### src/sv/base64_stream_encoder_top_macros.svh
// assertion macros for the base64 stream encoder
// expects clk and rst in the scope where a macro is used
`ifndef BASE64_STREAM_ENCODER_TOP_MACROS_SVH
`define BASE64_STREAM_ENCODER_TOP_MACROS_SVH

// consequent must hold in the same cycle as the antecedent
`define B64E_ASSERT_SAME(name, ante, cons) \
  name: assert property (@(posedge clk) disable iff (rst) (ante) |-> (cons)) \
    else $error("b64e check failed");

// consequent must hold in the cycle after the antecedent
`define B64E_ASSERT_NEXT(name, ante, cons) \
  name: assert property (@(posedge clk) disable iff (rst) (ante) |=> (cons)) \
    else $error("b64e check failed");

`endif

### src/sv/b64e_pkg.sv
// shared types, constants and the alphabet lookup for the base64 encoder
// no dependencies
`default_nettype none

package b64e_pkg;

  localparam int QUEUE_DEPTH = 2;  // power of two
  localparam int QUEUE_PTR_W = $clog2(QUEUE_DEPTH);
  localparam int QUEUE_LVL_W = $clog2(QUEUE_DEPTH + 1);

  localparam logic [7:0] PAD_CHAR   = 8'h3D;
  localparam logic [5:0] SEXTET_MSK = 6'h3F;

  localparam logic [1:0] NPAD_NONE = 2'd0;
  localparam logic [1:0] NPAD_ONE  = 2'd1;
  localparam logic [1:0] NPAD_TWO  = 2'd2;

  localparam logic [1:0] CHAR_IDX_LAST = 2'd3;

  // one group of up to three bytes ready to be turned into four characters
  typedef struct packed {
    logic [23:0] group;
    logic [1:0]  npad;
    logic        last;
  } group_t;

  // state of the character serializer, seen by the top level checks
  typedef struct packed {
    logic       active;
    logic [1:0] idx;
  } back_status_t;

  function automatic logic [7:0] b64_char(input logic [5:0] v);
    logic [7:0] v8;
    v8 = {2'b00, v};
    if (v8 < 8'd26) begin
      return v8 + 8'h41;
    end else if (v8 < 8'd52) begin
      return v8 - 8'd26 + 8'h61;
    end else if (v8 < 8'd62) begin
      return v8 - 8'd52 + 8'h30;
    end else if (v8 == 8'd62) begin
      return 8'h2B;
    end else begin
      return 8'h2F;
    end
  endfunction

endpackage

`default_nettype wire

### src/sv/b64e_ifs.sv
// valid/ready channel interfaces for raw bytes and encoded characters
// depends on nothing
`default_nettype none

interface b64e_byte_if;
  logic       valid;
  logic       ready;
  logic [7:0] data_byte;
  logic       end_of_message;

  modport source(output valid, data_byte, end_of_message, input ready);
  modport sink(input valid, data_byte, end_of_message, output ready);
endinterface

interface b64e_char_if;
  logic       valid;
  logic       ready;
  logic [7:0] out_char;
  logic       last_char;

  modport source(output valid, out_char, last_char, input ready);
  modport sink(input valid, out_char, last_char, output ready);
endinterface

`default_nettype wire

### src/sv/b64e_front.sv
// byte gatherer: collects input bytes into groups of three and pushes groups
// depends on b64e_pkg and b64e_byte_if
`default_nettype none

module b64e_front (
  input  wire logic           clk,
  input  wire logic           rst,
  b64e_byte_if.sink           byte_ch,
  output logic                push_valid,
  input  wire logic           push_ready,
  output b64e_pkg::group_t    push_data
);

  logic [15:0] pending_bytes;
  logic [1:0]  pending_count;
  logic        emit;
  logic        accept;

  // a byte that completes a group, or ends the message, produces a group
  assign emit       = byte_ch.end_of_message || pending_count[1];
  assign byte_ch.ready = push_ready;
  assign push_valid = byte_ch.valid && emit;
  assign accept     = byte_ch.valid && byte_ch.ready;

  always_comb begin
    push_data.last = byte_ch.end_of_message;
    if (pending_count[1]) begin
      push_data.group = {pending_bytes, byte_ch.data_byte};
      push_data.npad  = b64e_pkg::NPAD_NONE;
    end else if (pending_count[0]) begin
      push_data.group = {pending_bytes[15:8], byte_ch.data_byte, 8'h00};
      push_data.npad  = b64e_pkg::NPAD_ONE;
    end else begin
      push_data.group = {byte_ch.data_byte, 16'h0000};
      push_data.npad  = b64e_pkg::NPAD_TWO;
    end
  end

  always_ff @(posedge clk) begin
    if (rst) begin
      pending_bytes <= '0;
      pending_count <= '0;
    end else if (accept) begin
      if (emit) begin
        pending_bytes <= '0;
        pending_count <= '0;
      end else if (!pending_count[0]) begin
        pending_bytes <= {byte_ch.data_byte, 8'h00};
        pending_count <= 2'd1;
      end else begin
        pending_bytes <= {pending_bytes[15:8], byte_ch.data_byte};
        pending_count <= 2'd2;
      end
    end
  end

endmodule

`default_nettype wire

### src/sv/b64e_fifo.sv
// short group queue between the byte gatherer and the character serializer
// depends on b64e_pkg
`default_nettype none

module b64e_fifo (
  input  wire logic                               clk,
  input  wire logic                               rst,
  input  wire logic                               push_valid,
  output logic                                    push_ready,
  input  wire b64e_pkg::group_t                   push_data,
  output logic                                    pop_valid,
  input  wire logic                               pop_ready,
  output b64e_pkg::group_t                        pop_data,
  output logic [b64e_pkg::QUEUE_LVL_W-1:0]        level
);

  b64e_pkg::group_t                    entries [b64e_pkg::QUEUE_DEPTH];
  logic [b64e_pkg::QUEUE_PTR_W-1:0]    wr_ptr;
  logic [b64e_pkg::QUEUE_PTR_W-1:0]    rd_ptr;
  logic                                push_fire;
  logic                                pop_fire;

  assign push_ready = level != b64e_pkg::QUEUE_LVL_W'(b64e_pkg::QUEUE_DEPTH);
  assign pop_valid  = level != '0;
  assign pop_data   = entries[rd_ptr];
  assign push_fire  = push_valid && push_ready;
  assign pop_fire   = pop_valid && pop_ready;

  always_ff @(posedge clk) begin
    if (push_fire) begin
      entries[wr_ptr] <= push_data;
    end
  end

  always_ff @(posedge clk) begin
    if (rst) begin
      wr_ptr <= '0;
      rd_ptr <= '0;
      level  <= '0;
    end else begin
      if (push_fire) begin
        wr_ptr <= wr_ptr + 1'b1;
      end
      if (pop_fire) begin
        rd_ptr <= rd_ptr + 1'b1;
      end
      if (push_fire && !pop_fire) begin
        level <= level + 1'b1;
      end else if (pop_fire && !push_fire) begin
        level <= level - 1'b1;
      end
    end
  end

endmodule

`default_nettype wire

### src/sv/b64e_back.sv
// character serializer: turns each queued group into four characters
// depends on b64e_pkg and b64e_char_if
`default_nettype none

module b64e_back (
  input  wire logic                clk,
  input  wire logic                rst,
  input  wire logic                pop_valid,
  output logic                     pop_ready,
  input  wire b64e_pkg::group_t    pop_data,
  b64e_char_if.source              char_ch,
  output b64e_pkg::back_status_t   status
);

  b64e_pkg::group_t work;
  logic             active;
  logic [1:0]       idx;
  logic             out_free;
  logic             step;
  logic [4:0]       shift;
  logic [5:0]       sextet;
  logic [2:0]       pad_sum;
  logic [7:0]       char_next;
  logic             last_next;

  assign out_free  = !char_ch.valid || char_ch.ready;
  assign step      = active && out_free;
  assign pop_ready = !active || (out_free && idx == b64e_pkg::CHAR_IDX_LAST);

  // first character takes the top sextet
  assign shift   = 5'd18 - 5'(idx) * 5'd6;
  assign sextet  = 6'(work.group >> shift) & b64e_pkg::SEXTET_MSK;
  assign pad_sum = {1'b0, idx} + {1'b0, work.npad};
  assign char_next = (pad_sum > 3'd3) ? b64e_pkg::PAD_CHAR : b64e_pkg::b64_char(sextet);
  assign last_next = work.last && idx == b64e_pkg::CHAR_IDX_LAST;

  assign status.active = active;
  assign status.idx    = idx;

  always_ff @(posedge clk) begin
    if (pop_valid && pop_ready) begin
      work <= pop_data;
    end
    if (out_free) begin
      char_ch.out_char  <= char_next;
      char_ch.last_char <= last_next;
    end
  end

  always_ff @(posedge clk) begin
    if (rst) begin
      active        <= 1'b0;
      idx           <= '0;
      char_ch.valid <= 1'b0;
    end else begin
      if (out_free) begin
        char_ch.valid <= active;
      end
      if (pop_valid && pop_ready) begin
        active <= 1'b1;
        idx    <= '0;
      end else if (step) begin
        idx <= idx + 1'b1;
        if (idx == b64e_pkg::CHAR_IDX_LAST) begin
          active <= 1'b0;
        end
      end
    end
  end

endmodule

`default_nettype wire

### src/sv/base64_stream_encoder_top.sv
// Streaming base64 encoder (standard alphabet, '=' padding). Raw bytes come in
// on byte_ch, one per accepted item, with end_of_message on the final byte of a
// message; encoded characters leave on char_ch, one per item, last_char set on
// the final character. Every group of three bytes, and every final byte, gives
// four characters. The character port moves one character per cycle while
// char_ch.ready holds, so the serializer sets the sustained rate. The input
// takes one byte per cycle while the two-group queue has room, and the first
// character of a group passes through a queue entry, the serializer's work
// register and the output character register after its last byte is taken.
// Depends on b64e_pkg, the channel interfaces and the three submodules.
`default_nettype none

`include "base64_stream_encoder_top_macros.svh"

module base64_stream_encoder_top (
  input  wire logic   clk,
  input  wire logic   rst,
  b64e_byte_if.sink   byte_ch,
  b64e_char_if.source char_ch
);

  logic                                push_valid;
  logic                                push_ready;
  b64e_pkg::group_t                    push_data;
  logic                                pop_valid;
  logic                                pop_ready;
  b64e_pkg::group_t                    pop_data;
  logic [b64e_pkg::QUEUE_LVL_W-1:0]    q_level;
  b64e_pkg::back_status_t              back_status;

  b64e_front u_front (
    .clk        (clk),
    .rst        (rst),
    .byte_ch    (byte_ch),
    .push_valid (push_valid),
    .push_ready (push_ready),
    .push_data  (push_data)
  );

  b64e_fifo u_fifo (
    .clk        (clk),
    .rst        (rst),
    .push_valid (push_valid),
    .push_ready (push_ready),
    .push_data  (push_data),
    .pop_valid  (pop_valid),
    .pop_ready  (pop_ready),
    .pop_data   (pop_data),
    .level      (q_level)
  );

  b64e_back u_back (
    .clk       (clk),
    .rst       (rst),
    .pop_valid (pop_valid),
    .pop_ready (pop_ready),
    .pop_data  (pop_data),
    .char_ch   (char_ch),
    .status    (back_status)
  );

  // an end-of-message byte always hands a group to the queue
  `B64E_ASSERT_SAME(eom_pushes_group, byte_ch.valid && byte_ch.ready && byte_ch.end_of_message, push_valid && push_ready)

  // queue level tracks pushes and pops
  `B64E_ASSERT_NEXT(queue_level_tracks, 1'b1, q_level == $past(q_level) + $past(push_valid && push_ready) - $past(pop_valid && pop_ready))

  // a final character is never followed directly by another final character
  `B64E_ASSERT_NEXT(no_back_to_back_last, char_ch.valid && char_ch.ready && char_ch.last_char, !(char_ch.valid && char_ch.last_char))

  // a new group is only taken when the serializer is idle or on its last character
  `B64E_ASSERT_SAME(pop_only_at_group_end, pop_valid && pop_ready && back_status.active, back_status.idx == b64e_pkg::CHAR_IDX_LAST)

endmodule

`default_nettype wire
### src/flat_wrapper.sv
// flat-port wrapper written by rule: the top's interface ports become plain ports
module base64_stream_encoder_top_flat 
  (clk, rst, byte_ch_valid, byte_ch_data_byte, byte_ch_end_of_message, byte_ch_ready, char_ch_valid, char_ch_out_char, char_ch_last_char, char_ch_ready);
  b64e_byte_if byte_ch_i ();
  b64e_char_if char_ch_i ();
  input  wire logic clk;
  input  wire logic rst;
  input wire logic [$bits(byte_ch_i.valid)-1:0] byte_ch_valid;
  input wire logic [$bits(byte_ch_i.data_byte)-1:0] byte_ch_data_byte;
  input wire logic [$bits(byte_ch_i.end_of_message)-1:0] byte_ch_end_of_message;
  output wire logic [$bits(byte_ch_i.ready)-1:0] byte_ch_ready;
  output wire logic [$bits(char_ch_i.valid)-1:0] char_ch_valid;
  output wire logic [$bits(char_ch_i.out_char)-1:0] char_ch_out_char;
  output wire logic [$bits(char_ch_i.last_char)-1:0] char_ch_last_char;
  input wire logic [$bits(char_ch_i.ready)-1:0] char_ch_ready;
  assign byte_ch_i.valid = byte_ch_valid;
  assign byte_ch_i.data_byte = byte_ch_data_byte;
  assign byte_ch_i.end_of_message = byte_ch_end_of_message;
  assign byte_ch_ready = byte_ch_i.ready;
  assign char_ch_valid = char_ch_i.valid;
  assign char_ch_out_char = char_ch_i.out_char;
  assign char_ch_last_char = char_ch_i.last_char;
  assign char_ch_i.ready = char_ch_ready;
  base64_stream_encoder_top u_core (.clk(clk), .rst(rst), .byte_ch(byte_ch_i), .char_ch(char_ch_i));
endmodule
### config.mk
export PLATFORM = sky130hd
export DESIGN_NAME = base64_stream_encoder_top_flat
export DESIGN_NICKNAME = d
export VERILOG_FILES = /design/src/sv/b64e_pkg.sv /design/src/sv/b64e_ifs.sv /design/src/sv/b64e_front.sv /design/src/sv/b64e_fifo.sv /design/src/sv/b64e_back.sv /design/src/sv/base64_stream_encoder_top.sv /design/src/flat_wrapper.sv
export VERILOG_INCLUDE_DIRS = /design/src /design/src/sv
export SDC_FILE = /design/constraint.sdc
export NUM_CORES = 1
export LEC_CHECK = 0
export ABC_AREA = 1
export ABC_CLOCK_PERIOD_IN_PS = 4280
export BUFFER_PORTS_ARGS = -buffer_cell sky130_fd_sc_hd__buf_2
export CAP_MARGIN = 40
export CORE_UTILIZATION = 40
export CTS_BUF_LIST = sky130_fd_sc_hd__clkbuf_8
export CTS_CLUSTER_DIAMETER = 30
export CTS_CLUSTER_SIZE = 40
export DETAILED_ROUTE_END_ITERATION = 10
export PLACE_DENSITY_LB_ADDON = 0.05
export REMOVE_ABC_BUFFERS = 1
export SKIP_LAST_GASP = 1
export SLEW_MARGIN = 20
export SYNTH_ARGS = -nofsm -noshare
export SYNTH_HDL_FRONTEND = slang
export SYNTH_SLANG_ARGS = --single-unit
### constraint.sdc
create_clock -name clk -period 4.28 [get_ports clk]
set_input_delay 0.214 -clock clk [delete_from_list [all_inputs] [get_ports clk]]
set_output_delay 0.214 -clock clk [all_outputs]
set_load 0.005 [all_outputs]
==> impl_metrics.py, run 1 <==
metrics = {
    "logic_synthesis": {
        "yosysWarnings": 0,
        "yosysUniqueCellTypes": 37,
        "synth-async-reset-ratio_pct": 0,
        "synthCells": 623,
        "synth-seq-cells": 116,
        "ys.flop_type": "edfxtp_1",
        "seq_area_frac_synth_pct": 57.4,
        "avgSynthCellArea_um2": 9.01,
        "syn_area_um2": 5610,
        "synth-edff-count": 90,
    },
    "cts": {
        "numCtsBuffers": 17,
        "clock_latency_ns": 0.42,
        "cts_tree": "yes",
        "h-tree-depth": 4,
        "path_clk_slew_ns": 0.06,
        "post_cts_buffers": 0,
        "cts_sinks": 116,
        "clock-root-buffer": "clkbuf_8",
        "clockBufferDepth": 2,
    },
    "outcome": {
        "status": "completed",
    },
    "pwr": {
        "p_total_w": 0.00500,
        "ir_worst_vdd_uv": 343,
        "p_leak_nw": 2.73,
        "switching_share_pct": 42.7,
        "p_comb_share_pct": 48.4,
        "pwr-share-seq_pct": 34.9,
        "power.density_nw_per_um2": 799,
        "p_int_w": 0.00286,
        "p_switching_w": 0.00214,
        "power_frac_clock_pct": 16.7,
    },
    "placement": {
        "dp_hpwl_um": 8560,
        "io_buffers": 23,
        "dp.cells": 811,
        "routabilityCongestion": 0.802,
    },
    "sta": {
        "fin_crit_ns": 3.27,
        "fmax_ghz": 0.306,
        "slew_headroom_pct": 56.2,
        "clock-skew-final_ns": 0.0119,
        "finalSetupViolCount": 0,
        "finalSetupTns_ns": 0,
        "rsz0062_at_grt": "false",
        "worst_pin_slew_ns": 0.652,
        "maxSlewViolCount": 0,
        "min_period_over_period_pct": 76.4,
        "hold_violations": 0,
    },
    "floorplan": {
        "io_pins": 24,
        "dieArea_um2": 14500,
        "rows": 42,
        "chipWidth_um": 120,
        "initial_core_util_pct": 41.7,
        "core_area_um2": 13500,
        "die_h_um": 120,
    },
    "detailed_routing": {
        "drtPass1Iterations": 5,
        "routedWlPerCell_um": 14.0,
        "first_iter_violations": 208,
        "drc_errors": 0,
        "antenna_left": 0,
        "routed_wl_um": 11800,
        "via_count": 4023,
        "vias_per_cell": 4.77,
    },
    "cells_and_area": {
        "multi_input_area_um2": 1950,
        "drive_above_1_share_pct": 12.0,
        "regArea_um2": 3220,
        "area_growth_pct": 11.5,
        "final.fill_count": 1347,
        "instances_no_fill": 844,
        "finish.net_count": 683,
        "n_antenna_cell": 0,
    },
    "grt": {
        "antenna_found_initial": 0,
        "grt.overflow.total": 0,
        "grt_pass1_vias": 3854,
        "grt_usage_pct": 18.0,
        "grt_max_degree": 32,
        "grt_pass1_wl_um": 19500,
    },
    "critical_path": {
        "end_kind": "flop",
        "crit_chain": "inv_2, ha_1, inv_1, nor2_1, nand2_1, nand2_1, inv_1, nand2_1, nand2_1, nand2_2, inv_1, ha_1, nor2_1, nand3_1, inv_1, nand2_1, nand3_1, nand2_1, nand2_1, nand2_1",
        "cp_max_fo": 20,
        "cp.required_ns": 4.46,
        "cp_num_buf_inv": 5,
        "critPathKind": "flop to flop",
        "cp_common_cell": "nand2_1",
        "cp_slowest_cell": "ha_1",
        "path_delay_family": "simple AND/OR/NAND/NOR gates",
        "cp_slowest_stage_delay_ns": 0.56,
        "crit_arrival_ns": 3.45,
        "crit_path_start_kind": "flop",
    },
    "job": {
        "drv_cap": 0,
    },
    "hold_path": {
        "hp-class": "primary input to flop",
    },
}
-- layout make-up --
| type | count | share of cell area [%] |
|---|---|---|
| Clock buffer | 18 | 3.96 |
| Inverter | 93 | 5.58 |
| Tap cell | 176 | 3.52 |
| Timing Repair Buffer | 31 | 2.96 |
| Clock inverter | 13 | 1.28 |
| Multi-Input combinational cell | 397 | 31.2 |
| Sequential cell | 116 | 51.5 |
-- sequential cells by signal, summed over array words and instances, names as in the netlist --
register / count
u_core.u_back.active: 1
u_core.u_fifo.rd_ptr: 1
u_core.u_back.idx: 2
u_core.u_back.char_ch.last_char: 1
u_core.u_fifo.entries: 54
u_core.u_back.char_ch.valid: 1
u_core.u_fifo.level: 2
u_core.u_back.work: 27
u_core.u_fifo.wr_ptr: 1
u_core.u_front.pending_bytes: 16
u_core.u_front.pending_count: 2
u_core.u_back.char_ch.out_char: 8
-- per-stage QoR --
| stage | hold slack (ns) | cell area (µm²) | worst slack [ns] | util [%] |
|---|---|---|---|---|
| floorplan | 0.283 | 5510 | 0.542 | - |
| global placement | 0.442 | 5900 | 1.12 | 43.8 |
| detailed placement | 0.441 | 5900 | 1.04 | 43.9 |
| CTS | 0.0465 | 6240 | 1.04 | 46.4 |
| global route | 0.0752 | 6260 | 0.640 | 46.5 |
| finish | 0.0787 | 6260 | 1.01 | 46.5 |
-- routing by layer --
| metal | GRT usage, % | share of wire, % | vias to the layer above | routed length [µm] |
|---|---|---|---|---|
| met3 | 3.73 | 3.0 | 8 | 351 |
| met4 | 8.18 | 0.74 | 0 | 88 |
| met5 | 0 | 0 | - | 0 |
| met2 | 29.6 | 50 | 56 | 5870 |
| met1 | 22.7 | 47 | 1865 | 5540 |
| li1 | - | - | 2094 | - |
-- final timing paths --
check	end	from	cells past startpoint	slack, ns
max reg2reg	u_core.u_back.char_ch.out_char[4]	u_core.u_back.idx[0]	20	1.01
max	u_core.u_back.char_ch.out_char[4]	u_core.u_back.idx[0]	20	1.01
min reg2reg	u_core.u_front.pending_bytes[13]	u_core.u_front.pending_bytes[13]	2	0.47
min	u_core.u_front.pending_bytes[1]	byte_ch_data_byte[1]	3	0.08
-- power groups by stage --
stage | Clock, W | Combinational [W] | Sequential (W)
floorplan | 0 | 0.00178 | 0.00178
detailed placement | 0 | 0.00244 | 0.00177
CTS | 0.000864 | 0.00245 | 0.00175
global route | 0.000907 | 0.00281 | 0.00177
finish | 0.000833 | 0.00242 | 0.00175
global placement | 0 | 0.00245 | 0.00177
-- cell usage in the layout, fill, tap and decap left out, types with 2 or more instances in the layout --
master / count
inv_2: 6
o32ai_1: 6
a21oi_2: 2
a21oi_1: 13
nand2_1: 215
nor3_1: 3
edfxtp_1: 90
clkinv_1: 5
nor2_2: 2
nand2_2: 7
o31ai_1: 2
dfxtp_1: 26
nor2_4: 3
nand3_2: 3
o22ai_1: 8
buf_4: 6
o21ai_1: 3
ha_1: 14
o211ai_1: 2
nand2_4: 4
nand3_1: 46
nor2_1: 26
xor2_1: 3
inv_1: 92
buf_2: 23
o21ai_0: 26
clkbuf_8: 18
-- cell usage after synthesis (all sizes together), types with 6 or more instances --
cell type | instances | area (µm²)
a21oi | 15 | 78.8
buf | 8 | 67.6
clkbuf | 9 | 33.8
dfxtp | 26 | 521
edfxtp | 90 | 2700
ha | 14 | 175
inv | 92 | 345
nand2 | 226 | 896
nand3 | 49 | 260
nor2 | 31 | 134
o21ai | 30 | 154
o22ai | 8 | 50.1
o32ai | 6 | 52.6
-- tightest hold or removal path, cell delays in order --
cell and delay, ns:
buf_2 0.12, nand2_1 0.06, a21oi_1 0.05
-- cells by family after synthesis --
kind of cell,Yosys count,share of synthesized area (%)
compound gates,67,7.11
simple gates,311,23.5
buf+inv,110,8.03
xor+xnor,4,0.625
fa+ha+maj,14,3.12
flops,116,57.4
mux,1,0.178
-- what timing repair did --
action                                 4_1_cts  5_1_grt
resized for setup                            0        0
endpoints found under the hold margin        2        0
hold buffers                                 1        0
No activity file was read; power rests on OpenSTA's default activity.
==> run 2, diff against run 1 <==
Settings changed: ABC_CLOCK_PERIOD_IN_PS 4280 to 3400.
Clock period 4.28 ns to 3.4 ns, I/O delays scaled along.
==> run 2 against run 1 <==
Compared with the run above:
- clock skew grew 0.0012 ns
- maximum frequency grew 10%
- critical path depth shrank 1
- via count grew 1.2%
- combinational power grew 29%
- die area is the same
- register-to-register slack lost 0.57 ns
- power grew 31%
- cell area grew 1.2%
==> impl_metrics.py, run 2 (synthesis results as in run 1) <==
metrics = {
    "cells_and_area": {
        "final_common_cell": "nand2_1",
        "top_register": "u_core.u_fifo.entries",
        "largest_registers": "u_core.u_fifo.entries: 54 flops, u_core.u_back.work: 27 flops, u_core.u_front.pending_bytes: 16 flops",
        "final.fill_count": 1355,
        "area_growth_pct": 12.9,
        "drive_above_1_share_pct": 12.8,
        "largest_register_ff_count": 54,
        "finish.net_count": 685,
        "fin_area_um2": 6330,
        "layout_common_cells": "nand2_1, edfxtp_1, inv_1",
        "n_antenna_cell": 0,
    },
    "grt": {
        "grt.overflow.total": 0,
        "grt_max_degree": 31,
        "grt_usage_pct": 18.1,
        "grt_pass1_wl_um": 19700,
        "grt_pass1_vias": 3949,
        "antenna_found_initial": 0,
    },
    "pwr": {
        "ir_worst_vdd_uv": 285,
        "p_leak_nw": 2.76,
        "power.density_nw_per_um2": 1030,
        "p_total_w": 0.00655,
    },
    "critical_path": {
        "crit_path_start_kind": "flop",
        "critPathKind": "flop to flop",
        "crit_chain": "inv_1, ha_1, inv_1, nand2_1, nor2_1, a31oi_1, nand2_2, inv_1, ha_1, inv_1, nand2_1, inv_1, nand2_1, nand2_2, inv_2, nand2_1, nand3_1, nand2_1, nand2_1",
        "cp_slowest_cell": "dfxtp_1",
        "crit_arrival_ns": 3.15,
        "cp.required_ns": 3.59,
        "cp_slowest_stage_delay_ns": 0.38,
        "cp_common_cell": "nand2_1",
        "cp_max_fo": 12,
        "end_kind": "flop",
    },
    "cts": {
        "cts_resized": 0,
        "path_clk_slew_ns": 0.07,
        "clock_latency_ns": 0.42,
        "cts_sinks": 116,
        "h-tree-depth": 4,
        "clock-root-buffer": "clkbuf_8",
        "clockBufferDepth": 2,
        "holdBufCountCts": 1,
        "post_cts_buffers": 0,
        "cts_tree": "yes",
        "numCtsBuffers": 17,
    },
    "placement": {
        "pre_cts_slack_ns": 0.443,
        "placed_cell_area_um2": 5940,
        "io_buffers": 23,
        "routabilityCongestion": 0.806,
        "dp_hpwl_um": 8810,
    },
    "detailed_routing": {
        "via_count": 4072,
        "vias_per_cell": 4.81,
        "drc_errors": 0,
        "drtPass1Iterations": 4,
        "routedWlPerCell_um": 14.3,
        "antenna_left": 0,
        "first_iter_violations": 268,
        "routed_wl_um": 12100,
    },
    "sta": {
        "fmax_ghz": 0.338,
        "min_period_over_period_pct": 87.0,
        "fin_crit_ns": 2.96,
        "rsz0062_at_grt": "false",
        "worst_pin_slew_ns": 0.704,
        "finalSetupTns_ns": 0,
        "slew_headroom_pct": 52.9,
        "maxSlewViolCount": 0,
        "finalSetupViolCount": 0,
        "clock-skew-final_ns": 0.0131,
        "hold_violations": 0,
        "holdWs_ns": 0.0349,
        "layout_setup_ws_ns": 0.441,
    },
    "floorplan": {
        "rows": 42,
        "dieArea_um2": 14500,
        "io_pins": 24,
        "die_h_um": 120,
        "initial_core_util_pct": 41.7,
        "core_area_um2": 13500,
        "chipWidth_um": 120,
    },
    "outcome": {
        "status": "completed",
    },
    "job": {
        "drv_cap": 0,
    },
    "hold_path": {
        "hp-class": "primary input to flop",
    },
}
## run 2: changes by cell type in the layout (fill, tap and decap cells not counted), sizes merged
cell and delta:
buf +2, clkinv +1, bufinv +2, clkbuf -1, inv -3, clkinvlp +2
## run 2: layout make-up
cell class | count | area [µm²] | share of cell area, %
Clock buffer | 17 | 234 | 3.69
Clock inverter | 15 | 149 | 2.35
Inverter | 93 | 349 | 5.51
Multi-Input combinational cell | 397 | 1950 | 30.7
Sequential cell | 116 | 3220 | 50.9
Tap cell | 176 | 220 | 3.48
Timing Repair Buffer | 33 | 213 | 3.36
## run 2: path summary, 6_finish.rpt
| check | from | endpoint | slack, ns | depth (start not counted) |
|---|---|---|---|---|
| max | u_core.u_back.idx[1] | u_core.u_back.char_ch.out_char[5] | 0.44 | 19 |
| min | byte_ch_data_byte[0] | u_core.u_front.pending_bytes[0] | 0.03 | 3 |
| max reg2reg | u_core.u_back.idx[1] | u_core.u_back.char_ch.out_char[5] | 0.44 | 19 |
| min reg2reg | u_core.u_front.pending_bytes[11] | u_core.u_front.pending_bytes[11] | 0.47 | 2 |
## run 2: power breakdown
part           internal, W  switching, W
Sequential         0.00205      0.000149
Combinational      0.00103       0.00210
Clock             0.000702      0.000520
## run 2: layer usage
layer / track usage, % / share of wire [%] / vias up
met3: 3.40 / 3.6 / 15
met1: 22.9 / 47 / 1871
li1: - / - / 2106
met4: 7.10 / 1.6 / 0
met2: 30.6 / 47 / 80
met5: 0 / 0 / -
## run 2: stage by stage
step,instances,utilization [%]
final,847,47.1
after global routing,847,47.1
after CTS,847,47.1
after detailed placement,814,44.2
after global placement,813,44.0
after floorplan,606,-
## run 2: worst max-delay path, delay by kind of cell (launching register included)
kind	cells	cell delay (ns)
simple gates	10	1.00
compound gates	1	0.06
fa+ha+maj	2	0.57
flops	1	0.38
buf+inv	6	0.72
